[src/rtl/bpgc_pkg.sv]
// Package: shared widths, register map, event codes and bundle types.
`timescale 1ns / 1ps
package bpgc_pkg;

  localparam int unsigned NumSwitches = 3;
  localparam int unsigned CountW      = 2;
  localparam int unsigned TimerW      = 8;
  localparam int unsigned WindowW     = 6;
  localparam int unsigned AddrW       = 3;
  localparam int unsigned DataW       = 32;

  localparam logic [TimerW-1:0]  LongTicksRst   = 8'd200;
  localparam logic [WindowW-1:0] WindowTicksRst = 6'd50;
  localparam logic [CountW-1:0]  CountMax       = 2'd3;

  // register index taken from paddr[2]
  localparam logic RegLongTicks   = 1'b0;
  localparam logic RegWindowTicks = 1'b1;

  typedef enum logic [1:0] {
    EvNone   = 2'd0,
    EvSingle = 2'd1,
    EvDouble = 2'd2,
    EvLong   = 2'd3
  } event_e;

  typedef struct packed {
    logic [TimerW-1:0]  long_ticks;
    logic [WindowW-1:0] window_ticks;
  } cfg_t;

  typedef struct packed {
    logic now_level;
    logic any_changed;
    logic active;
  } sw_ctrl_t;

  typedef struct packed {
    event_e ev;
    logic   wake;
  } sw_stat_t;

  typedef struct packed {
    logic [1:0] left_event;
    logic [1:0] right_event;
    logic [1:0] encoder_event;
    logic [2:0] wake_request;
    logic       antenna_front;
    logic       antenna_back;
    logic       shaft_pressed;
  } result_t;

endpackage

[src/rtl/bpgc_if.sv]
// Interfaces: valid/ready channels for tick items and result items.
`timescale 1ns / 1ps
interface bpgc_in_if;
  logic       valid;
  logic       ready;
  logic [2:0] switch_levels;
  logic       indicator_active;

  modport source (output valid, output switch_levels, output indicator_active, input ready);
  modport sink   (input valid, input switch_levels, input indicator_active, output ready);
endinterface

interface bpgc_out_if;
  logic       valid;
  logic       ready;
  logic [1:0] left_event;
  logic [1:0] right_event;
  logic [1:0] encoder_event;
  logic [2:0] wake_request;
  logic       antenna_front;
  logic       antenna_back;
  logic       shaft_pressed;

  modport source (output valid, output left_event, output right_event, output encoder_event,
                  output wake_request, output antenna_front, output antenna_back,
                  output shaft_pressed, input ready);
  modport sink   (input valid, input left_event, input right_event, input encoder_event,
                  input wake_request, input antenna_front, input antenna_back,
                  input shaft_pressed, output ready);
endinterface

[src/rtl/bpgc_switch.sv]
// Per-switch press tracker: level history, press count, hold timer and window.
`timescale 1ns / 1ps
module bpgc_switch (
  input  logic               clk_i,
  input  logic               rst_ni,
  input  logic               adv_i,
  input  bpgc_pkg::cfg_t     cfg_i,
  input  bpgc_pkg::sw_ctrl_t ctrl_i,
  output logic               prev_o,
  output bpgc_pkg::sw_stat_t stat_o
);
  import bpgc_pkg::*;

  logic               prev_q, prev_d;
  logic [CountW-1:0]  cnt_q, cnt_d;
  logic [TimerW-1:0]  timer_q, timer_d;
  logic [WindowW-1:0] cd_q, cd_d;
  logic               rel_q, rel_d;
  logic               len_q, len_d;
  logic [TimerW:0]    hold_next;
  logic [WindowW-1:0] cd_dec;
  event_e             ev;
  logic               wake;

  assign hold_next = {1'b0, timer_q} + {{TimerW{1'b0}}, 1'b1};
  assign cd_dec    = cd_q - {{(WindowW-1){1'b0}}, 1'b1};

  always_comb begin
    prev_d  = ctrl_i.now_level;
    cnt_d   = cnt_q;
    timer_d = timer_q;
    cd_d    = cd_q;
    rel_d   = rel_q;
    len_d   = len_q;
    ev      = EvNone;
    wake    = 1'b0;

    if (ctrl_i.any_changed) begin
      if (ctrl_i.now_level != prev_q) begin
        if (prev_q) begin
          // press
          if (ctrl_i.active) begin
            if (cnt_q != CountMax) cnt_d = cnt_q + {{(CountW-1){1'b0}}, 1'b1};
            rel_d = 1'b0;
          end else begin
            len_d = 1'b0;
          end
        end else begin
          // release
          if (!ctrl_i.active) begin
            wake = 1'b1;
          end else begin
            timer_d = '0;
            rel_d   = 1'b1;
          end
          len_d = 1'b1;
        end
      end
    end else if (!prev_q && len_q) begin
      if (hold_next >= {1'b0, cfg_i.long_ticks}) begin
        ev      = EvLong;
        timer_d = '0;
        cnt_d   = '0;
        len_d   = 1'b0;
      end else begin
        timer_d = hold_next[TimerW-1:0];
      end
    end

    // multi-press window runs on the count left by the edge logic above
    if (cd_q != '0) begin
      cd_d = cd_dec;
      if (cd_dec == '0) begin
        if ((cnt_d == 2'd1 || cnt_d == 2'd2) && ev == EvNone) ev = event_e'(cnt_d);
        cnt_d = '0;
      end
    end else if (cnt_d == 2'd1 && rel_d) begin
      cd_d = cfg_i.window_ticks;
    end else if (cnt_d == CountMax) begin
      cnt_d = '0;
    end
  end

  always_ff @(posedge clk_i or negedge rst_ni) begin
    if (!rst_ni) begin
      prev_q  <= 1'b1;
      cnt_q   <= '0;
      timer_q <= '0;
      cd_q    <= '0;
      rel_q   <= 1'b0;
      len_q   <= 1'b1;
    end else if (adv_i) begin
      prev_q  <= prev_d;
      cnt_q   <= cnt_d;
      timer_q <= timer_d;
      cd_q    <= cd_d;
      rel_q   <= rel_d;
      len_q   <= len_d;
    end
  end

  assign prev_o      = prev_q;
  assign stat_o.ev   = ev;
  assign stat_o.wake = wake;

endmodule

[src/rtl/button_press_gesture_classifier.sv]
// Top level: gesture classifier with APB config registers and a registered result.
//
//   port      dir  kind       carries
//   in_i      in   valid/rdy  switch_levels[2:0], indicator_active (one 50 ms tick)
//   out_o     out  valid/rdy  three 2-bit events, wake mask, antenna and shaft levels
//   APB       in   apb write  long_press_ticks @0x0, multi_press_window_ticks @0x4
//
// One tick per clock while out_o is not stalled: state advances at the input transfer
// and the result is registered, so it appears in the following cycle. The single result
// register sets the rate: in_i.ready is high whenever it is empty or being drained.
// Reset: all switches open, counters cleared, config back to 200 / 50 ticks.
// A stalled out_o holds the result and back-pressures in_i.
`timescale 1ns / 1ps
module button_press_gesture_classifier (
  input  logic                         clk_i,
  input  logic                         rst_ni,
  input  logic                         psel,
  input  logic                         penable,
  input  logic                         pwrite,
  input  logic [bpgc_pkg::AddrW-1:0]   paddr,
  input  logic [bpgc_pkg::DataW-1:0]   pwdata,
  output logic [bpgc_pkg::DataW-1:0]   prdata,
  output logic                         pready,
  bpgc_in_if.sink                      in_i,
  bpgc_out_if.source                   out_o
);
  import bpgc_pkg::*;

  cfg_t     cfg_q;
  result_t  res_q, res_d;
  logic     out_valid_q;
  logic     accept;
  logic     any_changed;
  logic [NumSwitches-1:0] prev;
  sw_stat_t stat [NumSwitches];

  // config registers
  assign pready = 1'b1;

  always_ff @(posedge clk_i or negedge rst_ni) begin
    if (!rst_ni) begin
      cfg_q.long_ticks   <= LongTicksRst;
      cfg_q.window_ticks <= WindowTicksRst;
    end else if (psel && penable && pwrite) begin
      case (paddr[2])
        RegLongTicks:   cfg_q.long_ticks   <= pwdata[TimerW-1:0];
        RegWindowTicks: cfg_q.window_ticks <= pwdata[WindowW-1:0];
        default: ;
      endcase
    end
  end

  always_comb begin
    case (paddr[2])
      RegLongTicks:   prdata = {{(DataW-TimerW){1'b0}}, cfg_q.long_ticks};
      RegWindowTicks: prdata = {{(DataW-WindowW){1'b0}}, cfg_q.window_ticks};
      default:        prdata = '0;
    endcase
  end

  // handshake
  assign in_i.ready = !out_valid_q || out_o.ready;
  assign accept     = in_i.valid && in_i.ready;
  assign any_changed = in_i.switch_levels != prev;

  for (genvar g = 0; g < NumSwitches; g++) begin : g_sw
    sw_ctrl_t ctrl;
    assign ctrl.now_level   = in_i.switch_levels[g];
    assign ctrl.any_changed = any_changed;
    assign ctrl.active      = in_i.indicator_active;

    bpgc_switch u_switch (
      .clk_i  (clk_i),
      .rst_ni (rst_ni),
      .adv_i  (accept),
      .cfg_i  (cfg_q),
      .ctrl_i (ctrl),
      .prev_o (prev[g]),
      .stat_o (stat[g])
    );
  end

  always_comb begin
    res_d.left_event    = stat[0].ev;
    res_d.right_event   = stat[1].ev;
    res_d.encoder_event = stat[2].ev;
    res_d.wake_request  = {stat[2].wake, stat[1].wake, stat[0].wake};
    res_d.antenna_front = !prev[0];
    res_d.antenna_back  = prev[0] && !prev[1];
    res_d.shaft_pressed = !prev[2];
  end

  always_ff @(posedge clk_i or negedge rst_ni) begin
    if (!rst_ni) begin
      out_valid_q <= 1'b0;
    end else if (accept) begin
      out_valid_q <= 1'b1;
    end else if (out_o.ready) begin
      out_valid_q <= 1'b0;
    end
  end

  always_ff @(posedge clk_i) begin
    if (accept) res_q <= res_d;
  end

  assign out_o.valid         = out_valid_q;
  assign out_o.left_event    = res_q.left_event;
  assign out_o.right_event   = res_q.right_event;
  assign out_o.encoder_event = res_q.encoder_event;
  assign out_o.wake_request  = res_q.wake_request;
  assign out_o.antenna_front = res_q.antenna_front;
  assign out_o.antenna_back  = res_q.antenna_back;
  assign out_o.shaft_pressed = res_q.shaft_pressed;

  // checks
  a_result_follows: assert property (@(posedge clk_i) disable iff (!rst_ni)
    accept |=> out_o.valid)
    else $error("no result after tick transfer");

  a_no_spurious: assert property (@(posedge clk_i) disable iff (!rst_ni)
    $rose(out_o.valid) |-> $past(accept))
    else $error("result without tick transfer");

  a_antenna_excl: assert property (@(posedge clk_i) disable iff (!rst_ni)
    out_o.valid |-> !(out_o.antenna_front && out_o.antenna_back))
    else $error("both antennas selected");

  a_wake_inactive: assert property (@(posedge clk_i) disable iff (!rst_ni)
    (accept && in_i.indicator_active) |=> (out_o.wake_request == 3'd0))
    else $error("wake request while indicator active");

  a_wake_no_event: assert property (@(posedge clk_i) disable iff (!rst_ni)
    (accept && !any_changed) |=> (out_o.wake_request == 3'd0))
    else $error("wake request without a level change");

endmodule

[src/flat_wrapper.sv]
// flat-port wrapper written by rule: the top's interface ports become plain ports
module button_press_gesture_classifier_flat import bpgc_pkg::*;
  (clk_i, rst_ni, psel, penable, pwrite, paddr, pwdata, prdata, pready, in_i_valid, in_i_switch_levels, in_i_indicator_active, in_i_ready, out_o_valid, out_o_left_event, out_o_right_event, out_o_encoder_event, out_o_wake_request, out_o_antenna_front, out_o_antenna_back, out_o_shaft_pressed, out_o_ready);
  bpgc_in_if in_i_i ();
  bpgc_out_if out_o_i ();
  input  logic clk_i;
  input  logic rst_ni;
  input  logic psel;
  input  logic penable;
  input  logic pwrite;
  input  logic [bpgc_pkg::AddrW-1:0] paddr;
  input  logic [bpgc_pkg::DataW-1:0] pwdata;
  output logic [bpgc_pkg::DataW-1:0] prdata;
  output logic pready;
  input wire logic [$bits(in_i_i.valid)-1:0] in_i_valid;
  input wire logic [$bits(in_i_i.switch_levels)-1:0] in_i_switch_levels;
  input wire logic [$bits(in_i_i.indicator_active)-1:0] in_i_indicator_active;
  output wire logic [$bits(in_i_i.ready)-1:0] in_i_ready;
  output wire logic [$bits(out_o_i.valid)-1:0] out_o_valid;
  output wire logic [$bits(out_o_i.left_event)-1:0] out_o_left_event;
  output wire logic [$bits(out_o_i.right_event)-1:0] out_o_right_event;
  output wire logic [$bits(out_o_i.encoder_event)-1:0] out_o_encoder_event;
  output wire logic [$bits(out_o_i.wake_request)-1:0] out_o_wake_request;
  output wire logic [$bits(out_o_i.antenna_front)-1:0] out_o_antenna_front;
  output wire logic [$bits(out_o_i.antenna_back)-1:0] out_o_antenna_back;
  output wire logic [$bits(out_o_i.shaft_pressed)-1:0] out_o_shaft_pressed;
  input wire logic [$bits(out_o_i.ready)-1:0] out_o_ready;
  assign in_i_i.valid = in_i_valid;
  assign in_i_i.switch_levels = in_i_switch_levels;
  assign in_i_i.indicator_active = in_i_indicator_active;
  assign in_i_ready = in_i_i.ready;
  assign out_o_valid = out_o_i.valid;
  assign out_o_left_event = out_o_i.left_event;
  assign out_o_right_event = out_o_i.right_event;
  assign out_o_encoder_event = out_o_i.encoder_event;
  assign out_o_wake_request = out_o_i.wake_request;
  assign out_o_antenna_front = out_o_i.antenna_front;
  assign out_o_antenna_back = out_o_i.antenna_back;
  assign out_o_shaft_pressed = out_o_i.shaft_pressed;
  assign out_o_i.ready = out_o_ready;
  button_press_gesture_classifier u_core (.clk_i(clk_i), .rst_ni(rst_ni), .psel(psel), .penable(penable), .pwrite(pwrite), .paddr(paddr), .pwdata(pwdata), .prdata(prdata), .pready(pready), .in_i(in_i_i), .out_o(out_o_i));
endmodule
[config.mk]
export PLATFORM = sky130hd
export DESIGN_NAME = button_press_gesture_classifier_flat
export DESIGN_NICKNAME = d
export VERILOG_FILES = /design/src/rtl/bpgc_pkg.sv /design/src/rtl/bpgc_if.sv /design/src/rtl/bpgc_switch.sv /design/src/rtl/button_press_gesture_classifier.sv /design/src/flat_wrapper.sv
export SDC_FILE = /design/constraint.sdc
export NUM_CORES = 1
export LEC_CHECK = 0
export BUFFER_PORTS_ARGS = -buffer_cell sky130_fd_sc_hd__buf_2
export CORE_UTILIZATION = 58
export CTS_CLUSTER_SIZE = 30
export DETAILED_ROUTE_END_ITERATION = 7
export PLACE_DENSITY_LB_ADDON = 0.25
export SYNTH_ARGS = -nofsm -noshare
export SYNTH_HDL_FRONTEND = slang
export SYNTH_SLANG_ARGS = --single-unit
export TNS_END_PERCENT = 50
[constraint.sdc]
create_clock -name clk_i -period 3.9 [get_ports clk_i]
set_input_delay 0.195 -clock clk_i [delete_from_list [all_inputs] [get_ports clk_i]]
set_output_delay 0.195 -clock clk_i [all_outputs]
set_load 0.01 [all_outputs]
==> flow_summary.toml <==
[synthesis]
syn_inst = 599
ys_async_sr_fraction_pct = 85.7
syn_area_mm2 = 0.00576
ys_ff_latch = 84
yosys_warnings = 0
synth_edf_count = 12
synth_cell_types = 72
avgSynthCellArea_um2 = 9.61
ys.flop_type = "dfrtp_1"
yosysSeqAreaShare_pct = 37.8

[status]
status = "completed"

[global_route]
grt_usage_pct = 25.7
grt_pass1_wl_um = 20300
grt_max_degree = 49
overflow = 0
grt_pass1_vias = 4198
antenna_found_initial = 0

[final_layout]
multiInputGateArea_mm2 = 0.00328
n_fill_cell = 836
seq_area_mm2 = 0.00218
drive_above_1_share_pct = 19.6
nNetsFinal = 732
diodes = 0
area_growth_pct = 8.26

[worst_hold_path]
hp-class = "in -> reg"
holdPathStages = 3
hp-start = "in_i_switch_levels[2]"
worstHoldEndpoint = "u_core.g_sw[2].u_switch.prev_o$_DFFE_PN1P_"

[timing]
worst_pin_slew_ns = 0.900
skew_ns = 0.0142
fmax_ghz = 0.269
period_needed_ns = 3.71
grt_setup_unrepaired = "no"
slew_violations = 0
fin_crit_sh_pct = 95.2
slew_headroom_pct = 39.5
finalHoldViolCount = 0
setup-tns-final_ns = 0
setup_viol = 0

[worst_setup_path]
r2r_slack_ns = 0.19
reg2regPathDepth = 14
criticalPathCategory = "reg -> reg"
required_ns = 4.15
reg2reg_to = "u_core.g_sw[0].u_switch.cd_q[1]$_DFFE_PN0P_"
startpoint_type = "flip-flop"
endpoint_kind = "flip-flop"
cp.arrival_ns = 3.97
path_max_fanout = 7
timing.rr.start = "u_core.g_sw[0].u_switch.timer_q[0]$_DFFE_PN0P_"

[cts]
clkLatencyLatePin_ns = 0.37
root_buffer = "clkbuf_8"
cts_buffers = 9
cts_tree = "built"
path_clk_slew_ns = 0.09
cts_sinks = 84
ctsHtreeMaxLevel = 3
cts_buffer_depth = 2

[placed_design]
dp_hpwl_um = 9510
portBuffers = 41
globalplace.congestion = 0.887

[routing]
drt_wl_total_um = 12700
route.antenna.remaining_nets = 0
route.detailed.drc = 0
dr_total_vias = 4632
viasPerCell = 5.93
drtIter0Drc = 245
drt_pass1_iterations = 5
wire_per_inst_um = 16.3

[power_and_ir_drop]
total_power_mw = 3.14
p_leak_nw = 2.81
ir_drop_v = 0.000412
p_per_area_mw_per_mm2 = 503

[flow_run]
drv_cap = 0

[floorplanning]
row_count = 36
fp.dieArea_mm2 = 0.0103
fp.dieW_um = 102
initial_core_util_pct = 59.5
die_y_um = 102
core_area_mm2 = 0.00968
io_pins = 93
[cells by family after synthesis]
family,count (synthesis),share of synthesized area (%)
compound gates,133,17.4
mux,24,4.80
buf+inv,75,7.04
other cells,2,0.130
simple gates,215,20.0
xor+xnor,23,3.50
flops,84,37.8
fa+ha+maj,43,9.34
[worst max-delay path by stage]
stage / slack, ns / endpoint / depth (start not counted) / start
final: 0.19 / u_core.g_sw[0].u_switch.cd_q[1]$_DFFE_PN0P_ / 14 / u_core.g_sw[0].u_switch.timer_q[0]$_DFFE_PN0P_
after global routing: 0.003 / u_core.g_sw[0].u_switch.cd_q[1]$_DFFE_PN0P_ / 14 / u_core.g_sw[0].u_switch.timer_q[0]$_DFFE_PN0P_
after CTS: 0.15 / u_core.g_sw[0].u_switch.cd_q[1]$_DFFE_PN0P_ / 14 / u_core.g_sw[0].u_switch.timer_q[0]$_DFFE_PN0P_
after detailed placement: 0.18 / u_core.g_sw[0].u_switch.cd_q[1]$_DFFE_PN0P_ / 14 / u_core.g_sw[0].u_switch.timer_q[0]$_DFFE_PN0P_
after global placement: 0.30 / u_core.g_sw[1].u_switch.cd_q[1]$_DFFE_PN0P_ / 13 / u_core.g_sw[1].u_switch.timer_q[0]$_DFFE_PN0P_
after floorplan: 0.46 / u_core.g_sw[1].u_switch.cd_q[4]$_DFFE_PN0P_ / 15 / u_core.g_sw[1].u_switch.timer_q[2]$_DFFE_PN0P_
[layer usage]
layer / GRT usage, % / share of wire [%] / up-vias
li1: - / - / 2224
met1: 34.4 / 45 / 2260
met2: 42.6 / 49 / 133
met3: 4.76 / 4.9 / 15
met4: 7.58 / 1.2 / 0
met5: 0 / 0 / -
[worst max-delay path: stages, from the launching register on]
cell,delay [ns]
dfrtp_1,0.42
ha_1,0.26
nand3_1,0.17
nor2_1,0.17
xor2_1,0.27
ha_1,0.29
and3_1,0.20
a221oi_1,0.31
o31a_1,0.29
a41oi_1,0.24
inv_1,0.12
ha_1,0.22
a21oi_4,0.11
nor2_2,0.18
mux2_2,0.36
[per-stage QoR]
| stage | hold WS, ns | setup WS (ns) | area, um2 | utilization (%) | std cells |
|---|---|---|---|---|---|
| 4_1_cts | 0.0494 | 0.154 | 6210 | 64.2 | 780 |
| 5_1_grt | 0.0494 | 0.00309 | 6230 | 64.4 | 781 |
| 3_5_place_dp | 0.254 | 0.178 | 6010 | 62.0 | 763 |
| 3_3_place_gp | 0.248 | 0.303 | 6010 | 62.0 | 763 |
| 2_1_floorplan | -0.101 | 0.464 | 5850 | - | 622 |
| 6_report | 0.0596 | 0.188 | 6230 | 64.4 | 781 |
[sequential cells by signal (all words and copies together), names as in the netlist]
name	count
u_core.g_sw.u_switch.timer_q	24
u_core.g_sw.u_switch.cd_q	18
u_core.cfg_q	14
u_core.g_sw.u_switch.cnt_q	6
u_core.g_sw.u_switch.len_q	3
u_core.g_sw.u_switch.prev_o	3
u_core.g_sw.u_switch.rel_q	3
u_core.out_o.wake_request	3
u_core.out_o.encoder_event	2
u_core.out_o.left_event	2
u_core.out_o.right_event	2
u_core.out_o.antenna_back	1
u_core.out_o.antenna_front	1
u_core.out_o.shaft_pressed	1
u_core.out_o.valid	1
[power by group]
part,switching [mW],internal (mW),total (mW)
combinational,0.634,0.497,1.13
clock,0.341,0.299,0.641
sequential,0.242,1.12,1.36
total,1.22,1.92,3.14
[cell usage after synthesis, drive strengths merged, types with 3 or more instances]
cell	number	area share [%]
a32oi	4	0.61
nor2b	7	0.89
a21o	8	1.0
nand2b	12	1.3
o211ai	6	0.78
o31ai	7	0.91
nand3b	4	0.52
or3	4	0.43
edfxtp	12	6.3
nand3	31	2.8
buf	40	4.8
nand4	11	1.2
dfstp	12	5.5
a32o	6	1.0
mux2	23	4.6
nand2	53	3.5
nor3	15	1.5
clkbuf	3	0.20
a211oi	4	0.83
xnor2	16	2.4
nor3b	5	0.65
o32ai	3	0.59
or2	5	0.54
nor2	36	2.5
and3	14	1.5
a2bb2oi	7	1.1
nor4	6	0.87
ha	43	9.3
dfrtp	60	26
xor2	7	1.1
o21ai	36	3.1
inv	32	2.1
a21oi	24	2.7
nand4b	5	0.76
a31oi	11	1.5
[layout by cell type, fill, tap and decap left out, types with 7 or more instances in the layout]
cell type	Yosys	routed
a21o_1	8	8
a21oi_1	21	21
a2bb2oi_1	7	7
a31oi_1	10	10
and3_1	14	14
buf_2	12	41
buf_4	27	11
clkbuf_8	0	9
conb_1	2	25
dfrtp_1	60	60
dfstp_2	12	12
edfxtp_1	12	12
ha_1	43	43
inv_1	32	32
mux2_2	19	19
nand2_1	53	53
nand2b_1	11	11
nand3_1	30	30
nand4_1	11	11
nor2_1	32	31
nor3_1	13	13
o21ai_0	35	35
o31ai_1	7	7
xnor2_1	16	16
xor2_1	7	7
[repair_timing]
| item | in CTS | in global routing |
|---|---|---|
| endpoints found under the hold margin | 20 | 0 |
| hold buffers | 1 | 0 |
| setup endpoints to repair | 0 | 3 |
| gates resized for setup | 0 | 3 |
| buffers inserted | 0 | 1 |
[layout make-up]
cell class / count / area share, %
clock buffer: 9 / 1.99
inverter: 32 / 1.93
timing repair buffer: 53 / 4.78
tap: 133 / 2.67
sequential: 84 / 34.9
multi-input combinational: 463 / 52.5
clock inverter: 7 / 1.18
Note: power is estimated with default switching activity, not from simulation.
